$ cat config.mk
export PLATFORM = sky130hd
export DESIGN_NAME = eryu_div
export DESIGN_NICKNAME = d
export VERILOG_FILES = /design/src/rtl/core/eryu_div.sv
export SDC_FILE = /design/constraint.sdc
export NUM_CORES = 1
export LEC_CHECK = 0
export BUFFER_PORTS_ARGS = -buffer_cell sky130_fd_sc_hd__buf_4
export CAP_MARGIN = 15
export CORE_MARGIN = 5
export CORE_UTILIZATION = 50
export DETAILED_ROUTE_END_ITERATION = 16
export GPL_ROUTABILITY_DRIVEN = 0
export HOLD_SLACK_MARGIN = 0.06
export PLACE_DENSITY = 0.86
export SETUP_SLACK_MARGIN = 0.02
export SLEW_MARGIN = 20
export SYNTH_ARGS = -nofsm -noshare
export SYNTH_HDL_FRONTEND = slang
export SYNTH_SLANG_ARGS = --single-unit
$ cat constraint.sdc
create_clock -name i_clk -period 6.15 [get_ports i_clk]
set_clock_uncertainty 0.2 [all_clocks]
set_input_delay 1.5375 -clock i_clk [delete_from_list [all_inputs] [get_ports i_clk]]
set_output_delay 1.5375 -clock i_clk [all_outputs]
set_load 0.01 [all_outputs]
$ cat src/rtl/core/eryu_div.sv
// ----------------------------------------------------------------------------
// eryu_div
// restoring unsigned divider, one quotient bit per cycle
// ----------------------------------------------------------------------------
module eryu_div (
    input  logic        i_clk,
    input  logic        i_rst_n,
    input  logic        i_start,
    input  logic [63:0] i_num,
    input  logic [31:0] i_den,
    output logic        o_done,
    output logic [63:0] o_quot
);

    logic        r_busy, r_done;
    logic [5:0]  r_cnt;
    logic [63:0] r_q;
    logic [32:0] r_rem;
    logic [31:0] r_d;
    logic [32:0] sh;

    assign sh = {r_rem[31:0], r_q[63]};

    always_ff @(posedge i_clk) begin
        if (!i_rst_n) begin
            r_busy <= 1'b0;
            r_done <= 1'b0;
        end else begin
            r_done <= 1'b0;
            if (i_start) begin
                r_busy <= 1'b1;
                r_q    <= i_num;
                r_d    <= i_den;
                r_rem  <= '0;
                r_cnt  <= '0;
            end else if (r_busy) begin
                if (sh >= {1'b0, r_d}) begin
                    r_rem <= sh - {1'b0, r_d};
                    r_q   <= {r_q[62:0], 1'b1};
                end else begin
                    r_rem <= sh;
                    r_q   <= {r_q[62:0], 1'b0};
                end
                r_cnt <= r_cnt + 6'd1;
                if (r_cnt == 6'd63) begin
                    r_busy <= 1'b0;
                    r_done <= 1'b1;
                end
            end
        end
    end

    assign o_done = r_done;
    assign o_quot = r_q;

endmodule

; After elaboration in Yosys (flattened, before gate mapping)
; Cells that the tools add are included.
[word_totals]
register_bits = 136
output_inout_bits = 65
elab_cells = 26
[classes]
n_bitwise = 2
order_cmp = 1
muxes = 10
addsub = 2
reduce_logical = 4
eq_ne = 1
[ops]
columns = operator, count
row1 = $mux 64, 2
row2 = $mux 32, 2
row3 = $ge 33x32->1, 1
row4 = $sub 32x32->32, 1
row5 = $add 6x1->6 const B, 1
row6 = $eq 6x6->1 const B, 1
row7 = $mux 6, 1
row8 = $mux 1, 5
row9 = $reduce_and 2->1, 2
row10 = $reduce_or 3->1, 1
row11 = $not 1->1, 2
row12 = $reduce_bool 2->1, 1

; Depth between registers and ports, before layout
[logic_depth]
ltp_word = 4
mapped_depth = 14
mapped_depth_nobuf = 13

; Least setup slack after synthesis
; Ideal clock, no wire load.
[synth_timing]
kind = input to register
from = input i_start
to = register r_q[0], in the netlist o_quot[0], enable pin
slack_ns = 1.037
t_arrival_ns = 4.443
setup_time_ns = 0.470
path_buffers = 2
cell_stages = 3
cell_sequence = clkbuf_1 clkbuf_1 o21a_1
[synth_via]
elab_chain_len = 2
[synth_rtl]
columns = item, line_no
row1 = "start, declared", 8  ; input logic i_start,
row2 = $reduce_bool 2->1 (no source line), n/a
row3 = $reduce_and 2->1 (no source line), n/a
row4 = "end signal, assigned", 32  ; r_q <= i_num;
row5 = "end signal, assigned", 39  ; r_q <= {r_q[62:0], 1'b1};
row6 = "end signal, assigned", 42  ; r_q <= {r_q[62:0], 1'b0};
row7 = "end, declared", 17  ; logic [63:0] r_q;
; Every way passes these cells.
; A chain may end at the register's enable or synchronous reset.

; Worst setup path after layout
[layout_timing]
from = register r_rem[13]
to = register r_rem[20], data pin
[layout_via]
elab_chain_len = 3
[layout_rtl]
columns = item, line_no
row1 = "start, declared", 18  ; logic [32:0] r_rem;
row2 = "start signal, assigned", 38  ; r_rem <= sh - {1'b0, r_d};
row3 = "start signal, assigned", 41  ; r_rem <= sh;
row4 = $sub 32x32->32 / $ge 33x32->1 (equally long branches), "38, 37"
row5 = $mux 32 *, 37  ; if (sh >= {1'b0, r_d}) begin
row6 = $mux 32 *, 36  ; end else if (r_busy) begin
; Mark *: on every way between the ends. The rest lies on a longest branch, timed or not. The select of a mux whose other input is x is not followed.

==> results.md <==
- Status: finished clean
- Worst vdd ir: ~0.00030 V
- Post-synthesis cell count: about 600
- Final worst slack: 2160 ps
- Fin nets: 886
- Register area share after synthesis: 55.3%
- P_sw: ~770 uW
- Setup TNS: 0 ps
- Bufs on Longest Clock Path: 2
- Via density: roughly 5.6
- CTS root buf: clkbuf_16
- Synth cell types: 58
- Overall routing resource usage: about 20%
- Die Y: roughly 130 um
- Final wirelength: between 15,000 and 20,000 um
- FMAX: 251 MHz
- Cell accounting for the most synthesized area: edfxtp_1
- Final slew viol count: 0
- Met1 WL: around 6500 um
- Yosys reg bits: 136
- Die area: 0.0172 mm2
- Design Area, Final: about 0.0094 mm2
- Syn Nets: 722
- Drt drc: 0
- Sw Share: a little over a quarter
- Count leader, synth: edfxtp_1
- Synthesis Warnings: 0
- DRT iter0 DRCs: about 320
- Endpoints failing hold: 0
- TritonCTS Buffers: 17
- Clock Sinks: 136
- Unrepaired setup endpoints after global routing: false
- Worst-Margin Slew: 1100 ps
- Core Region: approximately 0.014 mm2
- Cts repair resizes: 0
- Prevailing post-synth register cell: edfxtp_1
- Endpoints failing setup: 0
- Antenna-violating nets left: 0
- Wire length per cell: 18.1 um
- Router iterations before antenna repair: 4
- Met3 Routed Length: 1580 um
- Met2 WL: 8770 um
- Seq pwr share: 40.1%
- Total gr overflow: 0
- Ys async rst share: 0%
- CP required: 6070 ps
- Uppermost layer routed: met4
- Leakage power: between 3 and 4 nW
- CTS H-tree lvls: 4
- Number of max-cap violations: 0
- HPWL Detailed: about 12,000 um
- CP max stage cell: a22o_1
- Top post-synthesis cells by area: edfxtp_1 55%, mux2_2 9.7%, ha_1 5.6%
- Most common library cells after synthesis: 134 x edfxtp_1, 63 x mux2_2, 43 x nor2_1
- Share of the synthesized area in the top cell type: between 50% and 60%
- Die X: 131 um
- Initial antenna violation count: 0
- Placed cell count: 918
- Largest fanout on the critical path: 19
- Postcts setup bufs: 0
- Hold-fix buffers at CTS: 0
- Cell family with most CP delay: compound AO/OA/AOI/OAI gates
- Row count: 44
- Routed vias: between 5,000 and 6,000
- Worst setup path class: flop to flop
- Largest net degree at the start of global routing: 93
- Buffers on Ports: between 150 and 200
- Post-Syn Area per Cell: between 10 and 15 um2
- First-pass GRT wire length: about 28,000 um
- CTS tree: built
- Ratio of cells with drive above 1 in the final layout: between 30% and 40%
- Final period utilization: between 60% and 70%
- Number of synthesized flops with an enable pin: ~130
- Placed Area: 0.00872 mm2
- Critical path's largest stage delay: 710 ps
- Startpoint Class: flop
- N_diodes: 0
- Clock Pin Slew Worst Setup and Hold Paths: about 70 ps
- Number of I/O pins: 164
- P&R area growth vs syn: 27.5%
- Final standard cell utilization of the core: between 60% and 70%
- Hold crit path type: flop to flop
- CP bufs+invs: 0
- Dpl ws: 2200 ps
- Cell area after synthesis: 0.00735 mm2
- Power, Total: around 2.9 mW
- Pwr per Cell Area: roughly 300 mW/mm2
- Clk_lat worst skew: 430 ps
- Non-filler instance count after layout: 950
- Arr. time, crit path: between 3000 and 4000 ps
- Starting Density: approximately 51%
- Min Hold Slack: approximately 260 ps
- Worst-path cell chain: ha_1, a211oi_2, nor2_1, a2111o_1, nor3_2, o211ai_2, and4_4, o41ai_4, a22o_1, or3b_2, a21oi_1
- Logic pwr share: between 20% and 30%
- Setup crit end kind: flop
- Clock power share: about two fifths
- Internal: between 2 and 2.5 mW
- Vias in the first global route: around 5,600
- Slew HR: a little over a quarter
- Min cycle time layout: between 3000 and 4000 ps
cells in the final DEF (no fill, tap or decap), types with 3 or more instances in the layout:
cell       netlist  routed
nor3_1           8       8
clkinv_4         0       3
clkbuf_16        0      17
o21ai_0         18      18
nor2b_1          8       8
edfxtp_1       134     134
a21oi_1         37      37
xnor2_1         16      16
nor2_1          43      43
mux2_2          63      63
bufinv_16        0       4
a211oi_2         3       3
mux2i_1         18      18
buf_4            0     167
nand2b_1         4       4
a31oi_1          5       5
o21a_1          12      11
nand2_1         38      38
nand3_1          8       8
ha_1            33      33
o21bai_1         3       3
xor2_1           9       9
a211oi_1         3       3
nand3b_1         3       3
nand4_1          5       5
inv_6            0       3
inv_1           36      36
a21o_1          19      19
and3_1           4       4
sequential cells by signal, summed over array words and instances (netlist names):
| name | flops |
|---|---|
| o_done | 1 |
| o_quot | 64 |
| r_busy | 1 |
| r_cnt | 6 |
| r_d | 32 |
| r_rem | 32 |
cell type report:
cell class / instances / area, um2
clock buffer: 20 / 457
clock inverter: 12 / 189
fill: 1083 / 5110
inverter: 36 / 135
multi-input combinational: 395 / 3040
sequential: 136 / 4060
tap: 184 / 230
timing repair buffer: 167 / 1250
cell families after synthesis:
kind of cell	share of synthesized area, %
adder cells (fa/ha/maj)	5.89
AND/OR/NAND/NOR	9.11
multiplexers	12.1
AO/OA/AOI/OAI	11.1
XOR/XNOR	2.98
buffers and inverters	3.47
flip-flops	55.3
metal layers:
| layer | vias to the layer above | global-route usage, % |
|---|---|---|
| met5 | - | 0 |
| met4 | 0 | 6.93 |
| met3 | 23 | 8.33 |
| met2 | 200 | 34.8 |
| met1 | 2533 | 21.8 |
| li1 | 2521 | - |
final timing paths:
check	slack, ps	startpoint	to	depth (start not counted)
max	2160	r_rem[13]	r_rem[20]	11
min	260	r_busy	o_done	2
max reg2reg	2160	r_rem[13]	r_rem[20]	11
min reg2reg	260	r_busy	o_done	2
worst min-delay path, cell delays in order, from the launching register on:
cell	delay (ps)
dfxtp_1	310
nand2_1	60
nor3_1	50
power groups by stage:
stage          sequential, mW  combinational [mW]  clock [mW]
2_1_floorplan            1.18               0.424           0
3_3_place_gp             1.17               0.584           0
3_5_place_dp             1.17               0.606           0
4_1_cts                  1.15               0.610        1.13
5_1_grt                  1.16               0.674        1.17
6_report                 1.15               0.610        1.11
Power figures use the tool's default switching activity.
