## src/rtl/core/eryu_pkg.sv

```systemverilog
// ----------------------------------------------------------------------------
// eryu_pkg
// constants and the cordic arctangent table for the euler rate / yaw unwrap
// ----------------------------------------------------------------------------
package eryu_pkg;

    localparam int CORDIC_ITERATIONS_DEF = 16;
    localparam int ATAN_LEN = 24;

    localparam logic [31:0] DEG2RAD_Q30  = 32'd1199381129;
    localparam logic [31:0] CORDIC_GAIN  = 32'd652032874;
    localparam int          HALF_TURN    = 23040;
    localparam int          FULL_TURN    = 46080;
    localparam int          QUARTER_TURN = 11520;

    function automatic logic [31:0] atan_q30(input logic [4:0] i);
        logic [31:0] r;
        unique case (i)
            5'd0:  r = 32'd843314857;
            5'd1:  r = 32'd497837829;
            5'd2:  r = 32'd263043837;
            5'd3:  r = 32'd133525159;
            5'd4:  r = 32'd67021687;
            5'd5:  r = 32'd33543516;
            5'd6:  r = 32'd16775851;
            5'd7:  r = 32'd8388437;
            5'd8:  r = 32'd4194283;
            5'd9:  r = 32'd2097149;
            5'd10: r = 32'd1048576;
            5'd11: r = 32'd524288;
            5'd12: r = 32'd262144;
            5'd13: r = 32'd131072;
            5'd14: r = 32'd65536;
            5'd15: r = 32'd32768;
            5'd16: r = 32'd16384;
            5'd17: r = 32'd8192;
            5'd18: r = 32'd4096;
            5'd19: r = 32'd2048;
            5'd20: r = 32'd1024;
            5'd21: r = 32'd512;
            5'd22: r = 32'd256;
            5'd23: r = 32'd128;
            default: r = 32'd0;
        endcase
        return r;
    endfunction

endpackage

```

## src/rtl/core/eryu_cordic.sv

```systemverilog
// ----------------------------------------------------------------------------
// eryu_cordic
// iterative rotation cordic, one micro-rotation per cycle, sin and cos in q30
// ----------------------------------------------------------------------------
module eryu_cordic #(
    parameter int CORDIC_ITERATIONS = eryu_pkg::CORDIC_ITERATIONS_DEF
) (
    input  logic               i_clk,
    input  logic               i_rst_n,
    input  logic               i_start,
    input  logic signed [16:0] i_angle,   // 1/128 degree
    output logic               o_done,
    output logic signed [31:0] o_sin,
    output logic signed [31:0] o_cos
);

    localparam int NIT = (CORDIC_ITERATIONS < eryu_pkg::ATAN_LEN) ?
                         CORDIC_ITERATIONS : eryu_pkg::ATAN_LEN;

    typedef enum logic [1:0] {S_IDLE, S_ZMUL, S_RUN} t_state;

    t_state             r_state;
    logic [4:0]         r_i;
    logic               r_flip;
    logic signed [17:0] r_a;
    logic signed [32:0] r_x, r_y;
    logic signed [33:0] r_z;
    logic               r_done;

    logic signed [17:0] a0, a1, a2;
    logic               f2;
    logic [17:0]        mag;
    logic [49:0]        prod;
    logic [36:0]        zr;
    logic signed [32:0] dx, dy;

    always_comb begin
        a0 = {i_angle[16], i_angle};
        a1 = a0;
        if (a0 >= 18'sd23040) a1 = a0 - 18'sd46080;
        else if (a0 < -18'sd23040) a1 = a0 + 18'sd46080;
        a2 = a1;
        f2 = 1'b0;
        if (a1 > 18'sd11520) begin
            a2 = a1 - 18'sd23040;
            f2 = 1'b1;
        end else if (a1 < -18'sd11520) begin
            a2 = a1 + 18'sd23040;
            f2 = 1'b1;
        end
        mag  = r_a[17] ? 18'(-r_a) : 18'(r_a);
        prod = {32'd0, mag} * {18'd0, eryu_pkg::DEG2RAD_Q30};
        zr   = 37'((prod + 50'd4096) >> 13);
        dx   = r_y >>> r_i;
        dy   = r_x >>> r_i;
    end

    always_ff @(posedge i_clk) begin
        if (!i_rst_n) begin
            r_state <= S_IDLE;
            r_done  <= 1'b0;
        end else begin
            r_done <= 1'b0;
            unique case (r_state)
                S_IDLE: begin
                    if (i_start) begin
                        r_a     <= a2;
                        r_flip  <= f2;
                        r_state <= S_ZMUL;
                    end
                end
                S_ZMUL: begin
                    r_z     <= r_a[17] ? -34'(zr) : 34'(zr);
                    r_x     <= 33'(eryu_pkg::CORDIC_GAIN);
                    r_y     <= '0;
                    r_i     <= '0;
                    r_state <= S_RUN;
                end
                S_RUN: begin
                    if (r_z >= 0) begin
                        r_x <= r_x - dx;
                        r_y <= r_y + dy;
                        r_z <= r_z - $signed({2'b00, eryu_pkg::atan_q30(r_i)});
                    end else begin
                        r_x <= r_x + dx;
                        r_y <= r_y - dy;
                        r_z <= r_z + $signed({2'b00, eryu_pkg::atan_q30(r_i)});
                    end
                    if (r_i == 5'(NIT - 1)) begin
                        r_state <= S_IDLE;
                        r_done  <= 1'b1;
                    end
                    r_i <= r_i + 5'd1;
                end
                default: r_state <= S_IDLE;
            endcase
        end
    end

    assign o_done = r_done;
    assign o_sin  = r_flip ? 32'(-r_y) : 32'(r_y);
    assign o_cos  = r_flip ? 32'(-r_x) : 32'(r_x);

endmodule

```

## config.mk

```make
export PLATFORM = sky130hd
export DESIGN_NAME = eryu_cordic
export DESIGN_NICKNAME = d
export VERILOG_FILES = /design/src/rtl/core/eryu_pkg.sv /design/src/rtl/core/eryu_cordic.sv
export SDC_FILE = /design/constraint.sdc
export NUM_CORES = 1
export LEC_CHECK = 0
export BUFFER_PORTS_ARGS = -buffer_cell sky130_fd_sc_hd__buf_2
export CAP_MARGIN = 10
export CORE_MARGIN = 5
export CORE_UTILIZATION = 45
export CTS_BUF_LIST = sky130_fd_sc_hd__clkbuf_4 sky130_fd_sc_hd__clkbuf_8 sky130_fd_sc_hd__clkbuf_16
export DETAILED_ROUTE_END_ITERATION = 8
export PLACE_DENSITY_LB_ADDON = 0.2
export SETUP_SLACK_MARGIN = 0.02
export SLEW_MARGIN = 20
export SYNTH_ARGS = -nofsm -noshare
export SYNTH_HDL_FRONTEND = slang
export SYNTH_SLANG_ARGS = --single-unit
```

## constraint.sdc

```tcl
create_clock -name i_clk -period 21.8 [get_ports i_clk]
set_input_delay 2.18 -clock i_clk [delete_from_list [all_inputs] [get_ports i_clk]]
set_output_delay 2.18 -clock i_clk [all_outputs]
set_load 0.05 [all_outputs]
```

* After elaboration in Yosys (flattened, before gate mapping)
Memory sizes are Yosys's and may differ from the RTL's. A register that Yosys moved wholly into a read port is not among the register bits.
Index checks and enable logic that the tools add are counted.
** Storage, ports and cells
- Bits in read-only memories :: 1920
- Memories :: 2
- Bits in registers :: 127
** Operators by class
- Reductions and logical operators :: 6
- Muxes and demuxes :: 28
- $lt $le $gt $ge :: 5
- Shift-type cells :: 2
- Eq/ne operators :: 5
- $add $sub $neg :: 16
- Multipliers :: 1
** Memory list
- (no name shown) :: depth 32, bits a word 30, rd ports 1, clocked after Yosys merged registers in 1, wr ports 0, RTL line eryu_pkg.sv:18 : unique case (i)
- (no name shown) :: depth 32, bits a word 30, rd ports 1, clocked after Yosys merged registers in 1, wr ports 0, RTL line eryu_pkg.sv:18
** Operator list (count)
- $mux W32 :: 8
- $pmux W33 S2 :: 2
- $mux W18 :: 5
- $mux W34 :: 2
- $pmux W34 S2 :: 1
- $add A33 B33 Y33 :: 2
- $mux W33 :: 2
- $sshr A33 B5 Y33 :: 2
- $sub A33 B33 Y33 :: 2
- $neg A32 Y32 :: 2
- $add A47 B13 Y47 const B :: 1
- $mul A18 B31 Y47 const B :: 1
- $add A34 B33 Y34 :: 1
- $ge A34 B1 Y1 const B :: 1
- $neg A34 Y34 :: 1
- $sub A34 B33 Y34 :: 1
- $add A17 B17 Y18 const B :: 1
- $add A18 B16 Y18 const B :: 1
- $gt A18 B15 Y1 const B :: 1
- $lt A18 B15 Y1 const B :: 1
- $neg A18 Y18 :: 1
- $sub A17 B17 Y18 const B :: 1
- $sub A18 B16 Y18 const B :: 1
- $ge A17 B16 Y1 const B :: 1
- 15 further kinds :: 21

* Logic depth before layout (Yosys ltp)
- Depth after elaboration :: 7
- Depth in mapped cells :: 32
- Mapped depth without buffers :: 31

* Least setup slack after synthesis
OpenSTA, ideal clock, no wires.
- Path type :: reg-to-reg
- From :: reg r_a[3]
- To :: reg r_z[32] (data pin)
- Required time :: 21664 ps
- Stages on the path, launching flop included :: 30
- Buffers on the path :: 1
- Setup slack :: 13027 ps
- Arrival time :: 8637 ps
- Path through :: edfxtp_1 > nor3_1 > nand2b_1 > nor4_1 > nand2_1 > or2_2 > or3_1 > nor4b_1 > ha_1 > fa_1 > inv_1 > fa_1 > fa_1 > fa_1 > inv_1 > fa_1 > inv_1 > ha_1 > nand4_1 > nor3_1 > and3_1 > o211a_1 > o311a_1 > or3_1 > a2111o_1 > nand4bb_1 > buf_2 > or4_4 > or3_1 > nand3_1
** Between the ends
- Cells in the longest elaborated chain, start to end :: 7
** RTL lines
- start, declared :: RTL line eryu_cordic.sv:25 : logic signed [17:0] r_a;
- start signal, assigned :: RTL line eryu_cordic.sv:67 : r_a <= a2;
- $neg A18 Y18 :: RTL line eryu_cordic.sv:51 : mag = r_a[17] ? 18'(-r_a) : 18'(r_a);
- $mux W18 * :: RTL line eryu_cordic.sv:51
- $mul A18 B31 Y47 * :: RTL line eryu_cordic.sv:52 : prod = {32'd0, mag} * {18'd0, eryu_pkg::DEG2RAD_Q30};
- $add A47 B13 Y47 * :: RTL line eryu_cordic.sv:53 : zr = 37'((prod + 50'd4096) >> 13);
- $neg A34 Y34 :: RTL line eryu_cordic.sv:73 : r_z <= r_a[17] ? -34'(zr) : 34'(zr);
- $mux W34 * :: RTL line eryu_cordic.sv:73
- $pmux W34 S2 * :: RTL line eryu_cordic.sv:64 : unique case (r_state)
- end signal, assigned :: RTL line eryu_cordic.sv:73
- end signal, assigned :: RTL line eryu_cordic.sv:83 : r_z <= r_z - $signed({2'b00, eryu_pkg::atan_q30(r_i)});
- end signal, assigned :: RTL line eryu_cordic.sv:87 : r_z <= r_z + $signed({2'b00, eryu_pkg::atan_q30(r_i)});
- end, declared :: RTL line eryu_cordic.sv:27 : logic signed [33:0] r_z;
Mark *: on every way between the ends. The rest lies on a longest branch, timed or not.
A chain may end at the register's enable or synchronous reset.

* Worst setup path after layout
Ends and elaborated chain as after synthesis.

==> metrics.csv <==
stage,metric,value,unit
status,status,finished clean,
final_layout,num-fill-cells,6121,
cts,path_clk_slew,0.08,ns
routing,first_iter_violations,1707,
global_route,overflow,0,
global_route,grtUsageTotal,0.246,
critical_path,cp_common_cell,fa_1,
routing,post_drt_wl_per_cell,21.1,um
cts,post_cts_buffers,0,
timing,period_needed,10.01,ns
routing,drc,0,
logic_synthesis,netlist_area,0.0287,mm^2
logic_synthesis,syn_inst,3238,
routing,routed_wirelength,86.2,mm
global_route,grt_max_degree,91,
logic_synthesis,ys_types,111,
critical_path,critPathKind,flop to flop,
placed_design,gp_congestion,0.990,
die,die_y,263,um
routing,via_per_inst,6.00,
die,io_pins,85,
critical_path,ff2ff_setup_slack,11.79,ns
critical_path,critPathMaxStageDelay,0.92,ns
critical_path,critical_path.slowest_cell,nor4b_1,
die,fp.dieArea,0.0689,mm^2
hold_path,worstHoldPathType,flop to flop,
die,std_cell_rows,92,
cts,cts.hold.buffers_added,0,
cts,cts_htree_levels,4,
logic_synthesis,ys_seq_elements,157,
logic_synthesis,syn_area_per_cell,8.87,um^2
global_route,antenna_found_initial,3,
timing,drv_slew,0,
placed_design,port_buffers,84,
final_layout,nNetsFinal,3744,
placed_design,hpwl,70.1,mm
logic_synthesis,async_flop_share,0,
placed_design,post_dp_cell_area,0.0298,mm^2
logic_synthesis,synth_nets,3754,
logic_synthesis,seq_area_frac_synth,0.153,
critical_path,start_kind,flop,
timing,worst_pin_slew,1.11,ns
timing,fin_crit_sh,0.459,
critical_path,cp.arrival,10.37,ns
critical_path,cp-end-kind,flop,
timing,setup_violations,0,
timing,setup-tns-final,0,ns
final_layout,design_area,0.0304,mm^2
global_route,grt_pass1_vias,24420,
timing,final-hold-violation-count,0,
cts,clk_latency,0.50,ns
cts,cts_inserted_buffers,17,
timing,finClkSkew,0.0115,ns
timing,clock.fmax,0.0999,GHz
die,chipWidth,263,um
routing,ant_nets,0,
critical_path,path_max_fanout,8,
final_layout,syn2layout_area_growth,5.85,%
routing,vias,24542,
timing,rsz0062_at_grt,false,
routing,firstDrtPassIters,8,
cts,cts-root-buf,clkbuf_16,
timing,slew_headroom,0.246,
die,start_util,0.455,
run,drv_cap,0,
logic_synthesis,synth-main-ff-cell,edfxtp_1,
final_layout,drive_above_1_share,0.104,
cts,clkSinkCount,157,
cts,cts_tree,done,
cts,cts_resized,0,
global_route,grt_pass1_wl,137,mm
critical_path,cp.required,22.15,ns
logic_synthesis,synth-edff-count,124,
die,core_area,0.0631,mm^2
cts,cts_max_path_buffers,2,
logic_synthesis,yosys_warnings,0,
final_layout,fin_util,0.482,
timing,whs,0.576,ns
==> cell usage in the layout (no fill, tap or decap), types with 37 or more instances in the layout <==
master,instances
inv_1,348
a21oi_1,172
a21o_1,88
mux4_2,87
ha_1,321
buf_2,84
xor2_1,109
nor3_1,38
edfxtp_1,124
xnor2_1,201
o31ai_1,57
nand2_1,259
o21ai_0,207
nand2b_1,37
nor2_1,187
mux2i_1,43
nand3_1,54
fa_1,174
==> kinds of logic (layout without fill, tap and decap cells) <==
logic type      count (synthesis)  in the layout  share of synthesized area
compound gates                813            813                      0.187
simple gates                  794            794                      0.135
xor+xnor                      312            312                     0.0954
other cells                     1              2                   0.000131
fa+ha+maj                     496            496                      0.262
mux                           165            165                     0.0984
flops                         157            157                      0.153
buf+inv                       500            503                     0.0693
==> per-stage QoR <==
step                      worst slack [ns]  std cells
after detailed placement             11.94       4055
final                                11.79       4088
after global placement               12.06       4055
after CTS                            11.87       4087
after global routing                 11.09       4087
after floorplan                      13.03       3238
==> worst max-delay path, delay by kind of cell (launching register included) <==
| family | cells | cell delay, ns |
|---|---|---|
| simple gates | 15 | 4.80 |
| fa+ha+maj | 7 | 3.43 |
| compound gates | 3 | 1.01 |
| flops | 1 | 0.46 |
| buf+inv | 3 | 0.16 |
==> path summary, 6_finish.rpt <==
| kind | from | to | cells after the start |
|---|---|---|---|
| worst max-delay path | r_a[3] | r_z[32] | 28 |
| worst min-delay path | r_state[0] | r_state[0] | 2 |
| worst max register to register | r_a[3] | r_z[32] | 28 |
| worst min register to register | r_state[0] | r_state[0] | 2 |
==> routing by layer <==
metal | vias up | track usage | share of wire | wire length (um)
met3 | 129 | 0.0393 | 0.062 | 5320
li1 | 11563 | - | - | -
met4 | 2 | 0.0700 | 0.027 | 2370
met5 | - | 0 | 0.00023 | 20
met2 | 763 | 0.426 | 0.49 | 42000
met1 | 12085 | 0.320 | 0.42 | 36500
==> cell type report <==
type	instances	area (um^2)	area share
multi-input combinational	2581	22400	0.736
sequential	157	4380	0.144
inverter	355	1340	0.0441
tap	846	1060	0.0348
timing repair buffer	116	661	0.0217
clock buffer	18	439	0.0145
clock inverter	14	143	0.00469
antenna	1	2.50	0.0000823
==> synthesized netlist by cell type, types with 33 or more instances <==
library cell / count / area, um^2
dfxtp_1: 33 / 661
a21o_1: 88 / 661
nand2_1: 259 / 972
mux4_2: 87 / 1960
fa_1: 174 / 3480
o31ai_1: 57 / 428
ha_1: 322 / 4030
clkbuf_1: 96 / 360
nor3_1: 38 / 190
mux2i_1: 43 / 430
nand2b_1: 37 / 231
edfxtp_1: 124 / 3720
nand3_1: 54 / 270
xnor2_1: 202 / 1770
o21ai_0: 208 / 1040
xor2_1: 109 / 955
nor2_1: 187 / 702
a21oi_1: 172 / 861
inv_1: 352 / 1320
Power is left out: the tool's default activity adds up to more than one toggle a clock period on the data nets, which glitch-free logic cannot reach.
